## src/sme_pkg.sv

```systemverilog
// shared types and constants for the streaming median estimator
package sme_pkg;
  localparam int SampleWidth = 32;
  localparam int CountWidth = 32;
  localparam int WideWidth = 2 * SampleWidth + 4;
  localparam int DivCntWidth = $clog2(WideWidth + 1);

  typedef logic signed [SampleWidth-1:0] sample_t;
  typedef logic [CountWidth-1:0] count_t;
  typedef logic signed [WideWidth-1:0] wide_t;

  // datapath commands
  localparam logic [3:0] CMD_NONE   = 4'd0;
  localparam logic [3:0] CMD_INGEST = 4'd1;
  localparam logic [3:0] CMD_SORT   = 4'd2;
  localparam logic [3:0] CMD_TEST   = 4'd3;
  localparam logic [3:0] CMD_DIV_A  = 4'd4;
  localparam logic [3:0] CMD_DIV_B  = 4'd5;
  localparam logic [3:0] CMD_DIV_Q  = 4'd6;
  localparam logic [3:0] CMD_DIV_L  = 4'd7;
  localparam logic [3:0] CMD_COMMIT = 4'd8;
  localparam logic [3:0] CMD_MUL_A  = 4'd9;
  localparam logic [3:0] CMD_MUL_B  = 4'd10;

  typedef struct packed {
    logic [3:0] op;
    logic [1:0] marker;
  } sme_cmd_t;

  typedef struct packed {
    logic full;
    logic warm;
    logic sort_now;
    logic move;
    logic div_busy;
  } sme_stat_t;
endpackage

```

## src/sme_ctrl.sv

```systemverilog
// sequencer for one sample beat
module sme_ctrl (
  input  logic clk,
  input  logic rst,
  input  logic in_valid,
  output logic in_ready,
  output logic out_valid,
  input  logic out_ready,
  input  sme_pkg::sme_stat_t stat,
  output sme_pkg::sme_cmd_t cmd
);
  import sme_pkg::*;
  localparam logic [3:0] S_IDLE = 4'd0, S_CHK = 4'd1, S_SORT = 4'd2, S_TEST = 4'd3,
    S_MA = 4'd4, S_DA = 4'd5, S_WA = 4'd6, S_DB = 4'd7, S_WB = 4'd8, S_WQ = 4'd9,
    S_WL = 4'd10, S_CM = 4'd11, S_OUT = 4'd12, S_MB = 4'd13, S_LIN = 4'd14;
  logic [3:0] state;
  logic [1:0] mk;
  logic [2:0] cnt;
  logic ing;
  assign in_ready = (state == S_IDLE);
  assign out_valid = (state == S_OUT);
  always_comb begin
    cmd.marker = mk;
    cmd.op = CMD_NONE;
    unique case (state)
      S_IDLE: if (in_valid) cmd.op = CMD_INGEST;
      S_SORT: cmd.op = CMD_SORT;
      S_TEST: cmd.op = CMD_TEST;
      S_MA: cmd.op = CMD_MUL_A;
      S_DA: cmd.op = CMD_DIV_A;
      S_MB: if (!stat.div_busy) cmd.op = CMD_MUL_B;
      S_DB: cmd.op = CMD_DIV_B;
      S_WB: if (!stat.div_busy) cmd.op = CMD_DIV_Q;
      S_WQ: if (!stat.div_busy) cmd.op = CMD_DIV_L;
      S_WL: if (!stat.div_busy) cmd.op = CMD_COMMIT;
      default: ;
    endcase
  end
  always_ff @(posedge clk) begin
    if (rst) begin
      state <= S_IDLE; mk <= 2'd1; cnt <= '0; ing <= 1'b0;
    end else begin
      unique case (state)
        S_IDLE: if (in_valid) state <= S_CHK;
        S_CHK: begin
          mk <= 2'd1; cnt <= '0;
          if (stat.sort_now) state <= S_SORT;
          else if (stat.warm && !stat.full && ing) state <= S_TEST;
          else state <= S_OUT;
          ing <= 1'b1;
        end
        S_SORT: begin
          cnt <= cnt + 1'b1;
          if (cnt == 3'd4) state <= S_OUT;
        end
        S_TEST: state <= stat.move ? S_MA : S_LIN;
        S_LIN: if (mk == 2'd3) state <= S_OUT; else begin mk <= mk + 1'b1; state <= S_TEST; end
        S_MA: state <= S_DA;
        S_DA: state <= S_MB;
        S_MB: if (!stat.div_busy) state <= S_DB;
        S_DB: state <= S_WB;
        S_WB: if (!stat.div_busy) state <= S_WQ;
        S_WQ: if (!stat.div_busy) state <= S_WL;
        S_WL: if (!stat.div_busy) state <= S_LIN;
        S_OUT: if (out_ready) state <= S_IDLE;
        default: state <= S_IDLE;
      endcase
    end
  end
  assert property (@(posedge clk) disable iff (rst) !(in_ready && out_valid))
    else $error("input and output open together");
  assert property (@(posedge clk) disable iff (rst) out_valid && !out_ready |=> out_valid)
    else $error("result dropped");
  assert property (@(posedge clk) disable iff (rst) in_valid && in_ready |=> state == S_CHK)
    else $error("beat not started");
endmodule

```

## config.mk

```make
export PLATFORM = sky130hd
export DESIGN_NAME = sme_ctrl
export DESIGN_NICKNAME = d
export VERILOG_FILES = /design/src/sme_pkg.sv /design/src/sme_ctrl.sv
export SDC_FILE = /design/constraint.sdc
export NUM_CORES = 1
export LEC_CHECK = 0
export ABC_AREA = 1
export BUFFER_PORTS_ARGS = -buffer_cell sky130_fd_sc_hd__buf_4
export CAP_MARGIN = 5
export CORE_MARGIN = 2
export CORE_UTILIZATION = 55
export CTS_CLUSTER_DIAMETER = 60
export DETAILED_ROUTE_END_ITERATION = 10
export PLACE_DENSITY_LB_ADDON = 0.2
export SLEW_MARGIN = 20
export SYNTH_ARGS = -nofsm -noshare
export SYNTH_HDL_FRONTEND = slang
export SYNTH_SLANG_ARGS = --single-unit
```

## constraint.sdc

```tcl
create_clock -name clk -period 3.7 [get_ports clk]
set_input_delay 0 -clock clk [delete_from_list [all_inputs] [get_ports clk]]
set_output_delay 0 -clock clk [all_outputs]
set_load 0.03 [all_outputs]
```

==> metrics.txt, run 1 <==
core footprint 1490 sq um; hold depth 6; Hold WC Path Type primary input to flip-flop; Final Non-Filler Cells 174; setup TNS 0 ps; register area share after synthesis 23.3%; number of global-route vias before repair 794; Yosys warnings 0; vias per cell 5.10; Leakage 0.560 nW; worst-path maximum fanout 6; Clock Latency Late Sink 270 ps; # Post-CTS Setup Buffers 0; hold path endpoint state[0]$_SDFFE_PP0P_; final core occ 70.0%; first-pass GRT wire length 3380 um; Worst R2R Setup Slack 2310 ps; final wirelength 1960 um; Initial DRC Count 17; clock period minus final worst setup slack 1560 ps; clock transition at the registers of the reported paths 70 ps; max-slew violations 0; Arrival @ worst endpoint 1560 ps; DRC Markers 0; worst-case vdd ir drop 0.528 mV; post-synthesis net count 150; status completed; GRT overflow 0; Synth Area per Inst 6.23 sq um; Routed Antenna Nets 0; Die Height 43.5 um; PortBufs 16; die area 1900 sq um; clk_skew 6.88 ps; RSZ-0062 raised after global routing false; RR Startpoint state[3]$_SDFFE_PP0P_; worst rel slew slack 77.6%; register bit total from synthesis 10; crit end category output port; Ports 17; min-delay src stat[0]; DIE WIDTH 43.5 um; All-Layer GR Usage 24.2%; Pre-Repair DR Iteration Count 4; layout cells sized above 1 31.0%; row count 14; Clock Tree Buf Depth 2; initial antenna violation count 0; TritonCTS clock tree done; Max Cap Viol 0; distinct cell type count after synthesis 22; Max Clk Rate 0.642 GHz; area growth from synthesis to layout 21.3%; # diodes 0; final hold slack 165 ps; filler cell count 134; R2R depth 8; TritonCTS Sinks 10; H-tree levels 1; area of the mapped netlist 860 sq um; Cells after DPL 169; Startpoint Class flip-flop; Clock Tree Root clkbuf_4; GP Congestion 0.889; Final #Nets 171; Num CTS Buffers 3; via count 887; PwrDens 922 nW/um^2; Synth Instances 138; period utilization 42.1%; worst-margin pin slew 335 ps; critical path type flip-flop to output port; largest net degree at the start of global routing 10; Initial Util 57.7%; Critical Path RT 3700 ps; R2R Path End state[2]$_SDFFE_PP0P_; Routed WL per cell 11.3 um; final setup fails 0; detailed placer's ending HPWL 1650 um; Hold Vio Cnt, Final 0
-- area by class of cell --
| cell class | instances | area (sq um) | area share (%) |
|---|---|---|---|
| tap | 16 | 20.0 | 1.92 |
| inverter | 20 | 76.3 | 7.32 |
| sequential | 10 | 200 | 19.2 |
| timing repair buffer | 17 | 130 | 12.5 |
| multi-input combinational | 107 | 579 | 55.6 |
| clock buffer | 4 | 36.3 | 3.48 |
-- placed cells by master, fill, tap and decap left out, drive strengths merged --
master and count:
ha 3, clkbuf 4, nand3b 3, nand4 3, inv 19, a21oi 7
buf 16, nand2 51, clkinv 1, dfxtp 10, o21ai 4, nor2 26
a211oi 1, o211ai 1, nand3 8, dlygate4sd3 1
-- sequential cells by signal (all words and copies together), names as in the netlist --
name / flops
cnt: 3
ing: 1
mk: 2
state: 4
-- routing by layer --
metal	track usage, %	vias up	share of wire, %
li1	-	470	-
met1	30.9	390	45
met2	39.1	23	48
met3	4.58	4	4.9
met4	12.1	0	1.4
met5	0	-	0
-- power breakdown --
part	switching [mW]	internal, mW	total, mW
Clock	0.0417	0.0598	0.101
Sequential	0.0512	0.145	0.197
Combinational	0.435	0.228	0.663
Total	0.528	0.433	0.961
-- how the worst max path moves through the flow --
| stage | startpoint | endpoint | slack, ps | cells after the start |
|---|---|---|---|---|
| final | state[2]$_SDFFE_PP0P_ | cmd[2] | 2140 | 5 |
| after global routing | state[2]$_SDFFE_PP0P_ | cmd[2] | 2010 | 5 |
| after CTS | state[2]$_SDFFE_PP0P_ | cmd[2] | 2140 | 5 |
| after detailed placement | state[3]$_SDFFE_PP0P_ | state[1]$_SDFFE_PP0P_ | 2330 | 8 |
| after global placement | state[1]$_SDFFE_PP0P_ | state[0]$_SDFFE_PP0P_ | 2360 | 9 |
| after floorplan | state[0]$_SDFFE_PP0P_ | cmd[2] | 2230 | 5 |
-- through the flow --
step                power, mW  setup WS, ps  instance area, sq um
floorplan               0.693          2230                   860
detailed placement      0.863          2330                   996
CTS                     0.966          2140                  1040
global placement        0.845          2360                   996
finish                  0.961          2140                  1040
global route             1.04          2010                  1040
-- synthesized netlist by cell type --
cell / number / share of area [%]
nand3_1: 7 / 4.1
o211ai_1: 1 / 0.87
a211oi_1: 1 / 0.87
o21ai_0: 4 / 2.3
nand2_1: 40 / 17
inv_1: 13 / 5.7
nor2_1: 20 / 8.7
dfxtp_1: 10 / 23
nand2_2: 8 / 5.8
inv_2: 6 / 2.6
nor2_2: 3 / 2.2
nand3b_1: 3 / 2.6
clkinv_2: 1 / 0.58
a21oi_1: 3 / 1.7
nand2_4: 3 / 3.9
nor2_8: 1 / 2.3
a21oi_2: 4 / 4.1
clkbuf_1: 1 / 0.44
ha_1: 3 / 4.4
nor2_4: 2 / 2.6
nand4_1: 3 / 2.2
nand3_2: 1 / 1.2
-- worst max-delay path, cell delays in order (launching register included) --
cell and delay, ps:
dfxtp_1 450, inv_1 90, nor2_1 270, o21ai_0 190, nand4_1 130, buf_4 160
-- cell families after synthesis --
logic type                 count (synthesis)  synth area share, %
DFF                                       10                 23.3
AOI/OAI and AO/OA                         13                 9.90
adders and majority gates                  3                 4.37
and+or+nand+nor                           91                 53.1
buffers and inverters                     21                 9.32
-- timing repair --
action	4_1_cts	5_1_grt
gates resized for setup	0	0
hold endpoints to repair	7	0
hold buffers	1	0
Power figures use the tool's default switching activity.
==> run 2: changes to the inputs <==
Settings changed: CORE_UTILIZATION 55 to 48.
Clock period 3.7 ns to 1.3 ns, I/O delays scaled along.
==> metrics.txt, run 2 (synthesis results as in run 1) <==
status finished, violations left (was completed); failing checks negative setup slack; crit end category output port (unchanged); period utilization 106%; routed wl met3 233 um (was 97 um); layout cells sized above 1 54.3% (was 31.0%); Initial DRC Count 77 (was 17); clock transition at the registers of the reported paths 70 ps (about the same); max-slew violations 0 (unchanged); detailed placer's ending HPWL 1790 um (was 1650 um); number of global-route vias before repair 972 (was 794); Initial Util 50.3% (was 57.7%); worst-path maximum fanout 6 (unchanged); biggest regs state x4, cnt x3, mk x2 (unchanged); area post-placement 1110 sq um (was 996 sq um); clk_skew 8.68 ps (was 6.88 ps); first-pass GRT wire length 4330 um (was 3380 um); Final #Nets 199 (was 171); commonest non-fill, non-tap cell in the layout buf_4 (was nand2_1); die area 2150 sq um (was 1900 sq um); clock period minus final worst setup slack 1370 ps; Clock Latency Late Sink 270 ps (about the same); All-Layer GR Usage 28.6% (was 24.2%); H-tree levels 1 (unchanged); Clock Tree Buf Depth 2 (unchanged); Startpoint Class flip-flop (unchanged); Hold WC Path Type primary input to flip-flop (unchanged); Largest register FFs 4 (unchanged); via count 1,141 (was 887); RSZ-0062 raised after global routing true (was false); area growth from synthesis to layout 67.0% (was 21.3%); largest net degree at the start of global routing 10 (unchanged); DR top layer met4 (unchanged); initial antenna violation count 0 (unchanged); Largest Register state (unchanged); Clock Tree Root clkbuf_4 (unchanged); Die Height 46.3 um (was 43.5 um); critical path type flip-flop to output port (unchanged); design area 1440 sq um (was 1040 sq um); DRC Markers 0 (unchanged); Routed WL per cell 14.7 um (was 11.3 um); Critical Path RT 1300 ps (was 3700 ps); Ports 17 (unchanged); most frequent cells in the layout buf_4 (33), nand2_1 (32), nor2_1 (16) (was nand2_1 (40), nor2_1 (20), buf_4 (16)); worst-margin pin slew 298 ps (was 335 ps); GRT overflow 0 (unchanged); core footprint 1710 sq um (was 1490 sq um); PwrDens 2900 nW/um^2 (was 922 nW/um^2); worst-case vdd ir drop 1.84 mV (was 0.528 mV); met2 wire length 1530 um (was 947 um); TritonCTS clock tree done (unchanged); final wirelength 3100 um (was 1960 um); PortBufs 16 (unchanged); Num CTS Buffers 3 (unchanged); Hold Vio Cnt, Final 0 (unchanged); Arrival @ worst endpoint 1370 ps (was 1560 ps); DIE WIDTH 46.3 um (was 43.5 um); post-route worst setup slack -71.9 ps (was 2140 ps); worst rel slew slack 79.9% (was 77.6%); pre-CTS setup slack -63.9 ps (was 2330 ps); Max Cap Viol 0 (unchanged); final setup fails 9 (was 0); # diodes 0 (unchanged); vias per cell 5.41 (was 5.10); WL met1 1210 um (was 889 um); Leakage 0.739 nW (was 0.560 nW); TritonCTS Sinks 10 (unchanged); Routed Antenna Nets 0 (unchanged); row count 15 (was 14); Max Clk Rate 0.729 GHz; Pre-Repair DR Iteration Count 4 (unchanged); GP Congestion 0.876 (was 0.889)
-- run 2: layout make-up --
| cell class | instances | area (sq um) |
|---|---|---|
| multi-input cells | 107 | 681 |
| repair buffers | 45 | 382 |
| fillers | 94 | 273 |
| flip-flops and latches | 10 | 215 |
| inverters | 20 | 90.1 |
| clock buffers | 4 | 36.3 |
| well taps | 25 | 31.3 |
-- run 2: per-stage QoR --
stage / total power [mW] / TNS, ps / hold slack [ps] / util (%) / std cells
global placement: 2.78 / -192 / 248 / 65.1 / 191
CTS: 3.50 / -18.9 / 179 / 76.0 / 207
finish: 4.17 / -382 / 196 / 84.0 / 211
floorplan: 2.02 / 0 / 265 / - / 138
detailed placement: 2.80 / -171 / 247 / 65.1 / 191
global route: 4.41 / -890 / 207 / 84.0 / 211
-- run 2: repair_timing --
item,4_1_cts,5_1_grt
setup buffers,13,4
pin swaps,7,15
hold buffers,1,0
resized for setup,23,32
hold endpoints to repair,7,0
setup endpoints to repair,12,11
-- run 2: per-layer routing --
layer | GRT usage (%) | vias up
li1 | - | 529
met1 | 36.5 | 526
met2 | 50.3 | 67
met3 | 3.92 | 19
met4 | 6.86 | 0
met5 | 0 | -
-- run 2: power by group --
group          switching (mW)  internal (mW)
Clock                   0.117          0.170
Sequential              0.225          0.450
Combinational            1.73           1.47
Total                    2.08           2.09
-- run 2: final timing paths --
path	startpoint	slack (ps)	cells after the start	endpoint
setup reg to reg	state[3]$_SDFFE_PP0P_	-70	8	state[3]$_SDFFE_PP0P_
hold / removal	stat[0]	200	5	state[0]$_SDFFE_PP0P_
hold reg to reg	cnt[2]$_SDFFE_PP0P_	470	1	cnt[2]$_SDFFE_PP0P_
setup / recovery	state[2]$_SDFFE_PP0P_	-70	5	cmd[5]
-- run 2: critical path, stage by stage, from the launching register on --
cell,delay (ps)
dfxtp_4,390
buf_4,150
nor2_4,130
nand2_2,70
o211ai_1,170
buf_4,180
==> run 3: changes to the inputs <==
==> constraint.sdc (replaced) <==
create_clock -name clk -period 1.3 [get_ports clk]
set_input_delay 0.39 -clock clk [delete_from_list [all_inputs] [get_ports clk]]
set_output_delay 0.39 -clock clk [all_outputs]
set_load 0.03 [all_outputs]
==> metrics.txt, run 3 (synthesis results as in run 1) <==
status finished, violations left (unchanged); failing checks negative setup slack (unchanged); Critical Path RT 910 ps (was 1300 ps); commonest non-fill, non-tap cell in the layout nand2_1 (was buf_4); critical path type flip-flop to output port (unchanged); Num CTS Buffers 3 (unchanged); worst-case vdd ir drop 1.85 mV (was 1.84 mV); DR top layer met4 (unchanged); WL met1 1140 um (was 1210 um); final setup fails 12 (was 9); vias per cell 5.35 (was 5.41); Clock Tree Buf Depth 2 (unchanged); clock transition at the registers of the reported paths 70 ps (about the same); via count 1,119 (was 1,141); Multi-input gate area 698 sq um (was 681 sq um); biggest regs state x4, cnt x3, mk x2 (unchanged); Max Cap Viol 0 (unchanged); GP Congestion 0.888 (was 0.876); Largest register FFs 4 (unchanged); number of global-route vias before repair 957 (was 972); Cells after DPL 199 (was 191); Die Height 46.3 um (unchanged); worst-margin pin slew 307 ps (was 298 ps); Final Non-Filler Cells 209 (was 211); routed wl met3 110 um (was 233 um); Routed WL per cell 14.2 um (was 14.7 um); core footprint 1710 sq um (unchanged); Pre-Repair DR Iteration Count 5 (was 4); All-Layer GR Usage 27.0% (was 28.6%); DIE WIDTH 46.3 um (unchanged); Arrival @ worst endpoint 1300 ps (was 1370 ps); DRC Markers 0 (unchanged); Hold Vio Cnt, Final 0 (unchanged); met2 wire length 1530 um (about the same); TritonCTS Sinks 10 (unchanged); Clock Tree Root clkbuf_4 (unchanged); H-tree levels 1 (unchanged); row count 15 (unchanged); filler cell count 100 (was 94); Largest Register state (unchanged); clk_skew 2.33 ps (was 8.68 ps); crit end category output port (unchanged); sequential cell area 215 sq um (unchanged); PortBufs 16 (unchanged); PwrDens 2730 nW/um^2 (was 2900 nW/um^2); die area 2150 sq um (unchanged); pre-CTS setup slack -163 ps (was -63.9 ps); Hold WC Path Type primary input to flip-flop (unchanged); Startpoint Class flip-flop (unchanged); most frequent cells in the layout nand2_1 (35), buf_4 (28), buf_6 (15) (was buf_4 (33), nand2_1 (32), nor2_1 (16)); GRT overflow 0 (unchanged); hold buffer count at CTS 0 (was 1); RSZ-0062 raised after global routing true (unchanged); Ports 17 (unchanged); # diodes 0 (unchanged); Final Power 3.93 mW (was 4.17 mW); first-pass GRT wire length 4020 um (was 4330 um); largest net degree at the start of global routing 10 (unchanged); layout cells sized above 1 54.9% (was 54.3%); worst-path maximum fanout 5 (was 6); Leakage 0.718 nW (was 0.739 nW); max-slew violations 0 (unchanged); Max Clk Rate 0.593 GHz (was 0.729 GHz); final wirelength 2960 um (was 3100 um); TritonCTS clock tree done (unchanged); Final #Nets 197 (was 199); final hold slack 361 ps (was 196 ps); Routed Antenna Nets 0 (unchanged); worst rel slew slack 79.3% (was 79.9%); detailed placer's ending HPWL 1910 um (was 1790 um); Initial Util 50.3% (unchanged); area growth from synthesis to layout 67.7% (was 67.0%); post-route worst setup slack -386 ps (was -71.9 ps); clock period minus final worst setup slack 1690 ps (was 1370 ps); period utilization 130% (was 106%); Initial DRC Count 24 (was 77); initial antenna violation count 0 (unchanged); Clock Latency Late Sink 270 ps (about the same)
## run 3: changes by cell type in the layout (fill, tap and decap cells not counted), moves of 3 or more
cell,change
nor2_4,+3
nand2_1,+3
nor2_1,-6
buf_6,+4
nor2_2,+3
buf_4,-5
inv_4,-4
nand2_2,-3
## run 3: metrics by stage
stage,utilization (%),area (sq um),setup TNS (ps)
global placement,69.8,1190,-556
floorplan,-,887,-518
CTS,76.9,1310,-2400
detailed placement,69.8,1190,-761
finish,84.4,1440,-2980
global route,84.4,1440,-3500
## run 3: worst paths after layout
| kind | endpoint | startpoint | depth (start not counted) | slack, ps |
|---|---|---|---|---|
| worst max register to register | state[1]$_SDFFE_PP0P_ | state[3]$_SDFFE_PP0P_ | 12 | -220 |
| worst min-delay path | state[3]$_SDFFE_PP0P_ | rst | 2 | 360 |
| worst min register to register | cnt[2]$_SDFFE_PP0P_ | cnt[2]$_SDFFE_PP0P_ | 1 | 480 |
| worst max-delay path | cmd[5] | state[3]$_SDFFE_PP0P_ | 5 | -390 |
## run 3: report_power, final
group	switching [mW]	leakage [nW]	internal (mW)	total (mW)
Clock	0.125	0.0210	0.170	0.295
Combinational	1.67	0.613	1.32	2.98
Sequential	0.201	0.0845	0.449	0.650
Total	1.99	0.718	1.94	3.93
## run 3: repair_timing
item | 4_1_cts | 5_1_grt
setup endpoints to repair | 13 | 15
setup buffers | 3 | 3
gates resized for setup | 21 | 29
pin swaps | 5 | 18
## run 3: per-layer routing
layer	global-route usage, %	up-vias
li1	-	531
met1	29.4	504
met2	49.7	54
met3	4.31	30
met4	12.6	0
met5	0	-
## run 3: layout make-up
| type | instances | share of cell area, % |
|---|---|---|
| Clock buffer | 4 | 2.52 |
| Sequential cell | 10 | 14.9 |
| Tap cell | 25 | 2.17 |
| Inverter | 20 | 5.64 |
| Multi-Input combinational cell | 107 | 48.4 |
| Timing Repair Buffer | 43 | 26.3 |
## run 3: critical path, stage by stage, from the launching register on
cell      delay (ps)
dfxtp_4          410
inv_4             60
nor2_4           130
nand2_2           70
o211ai_1         160
buf_4            190
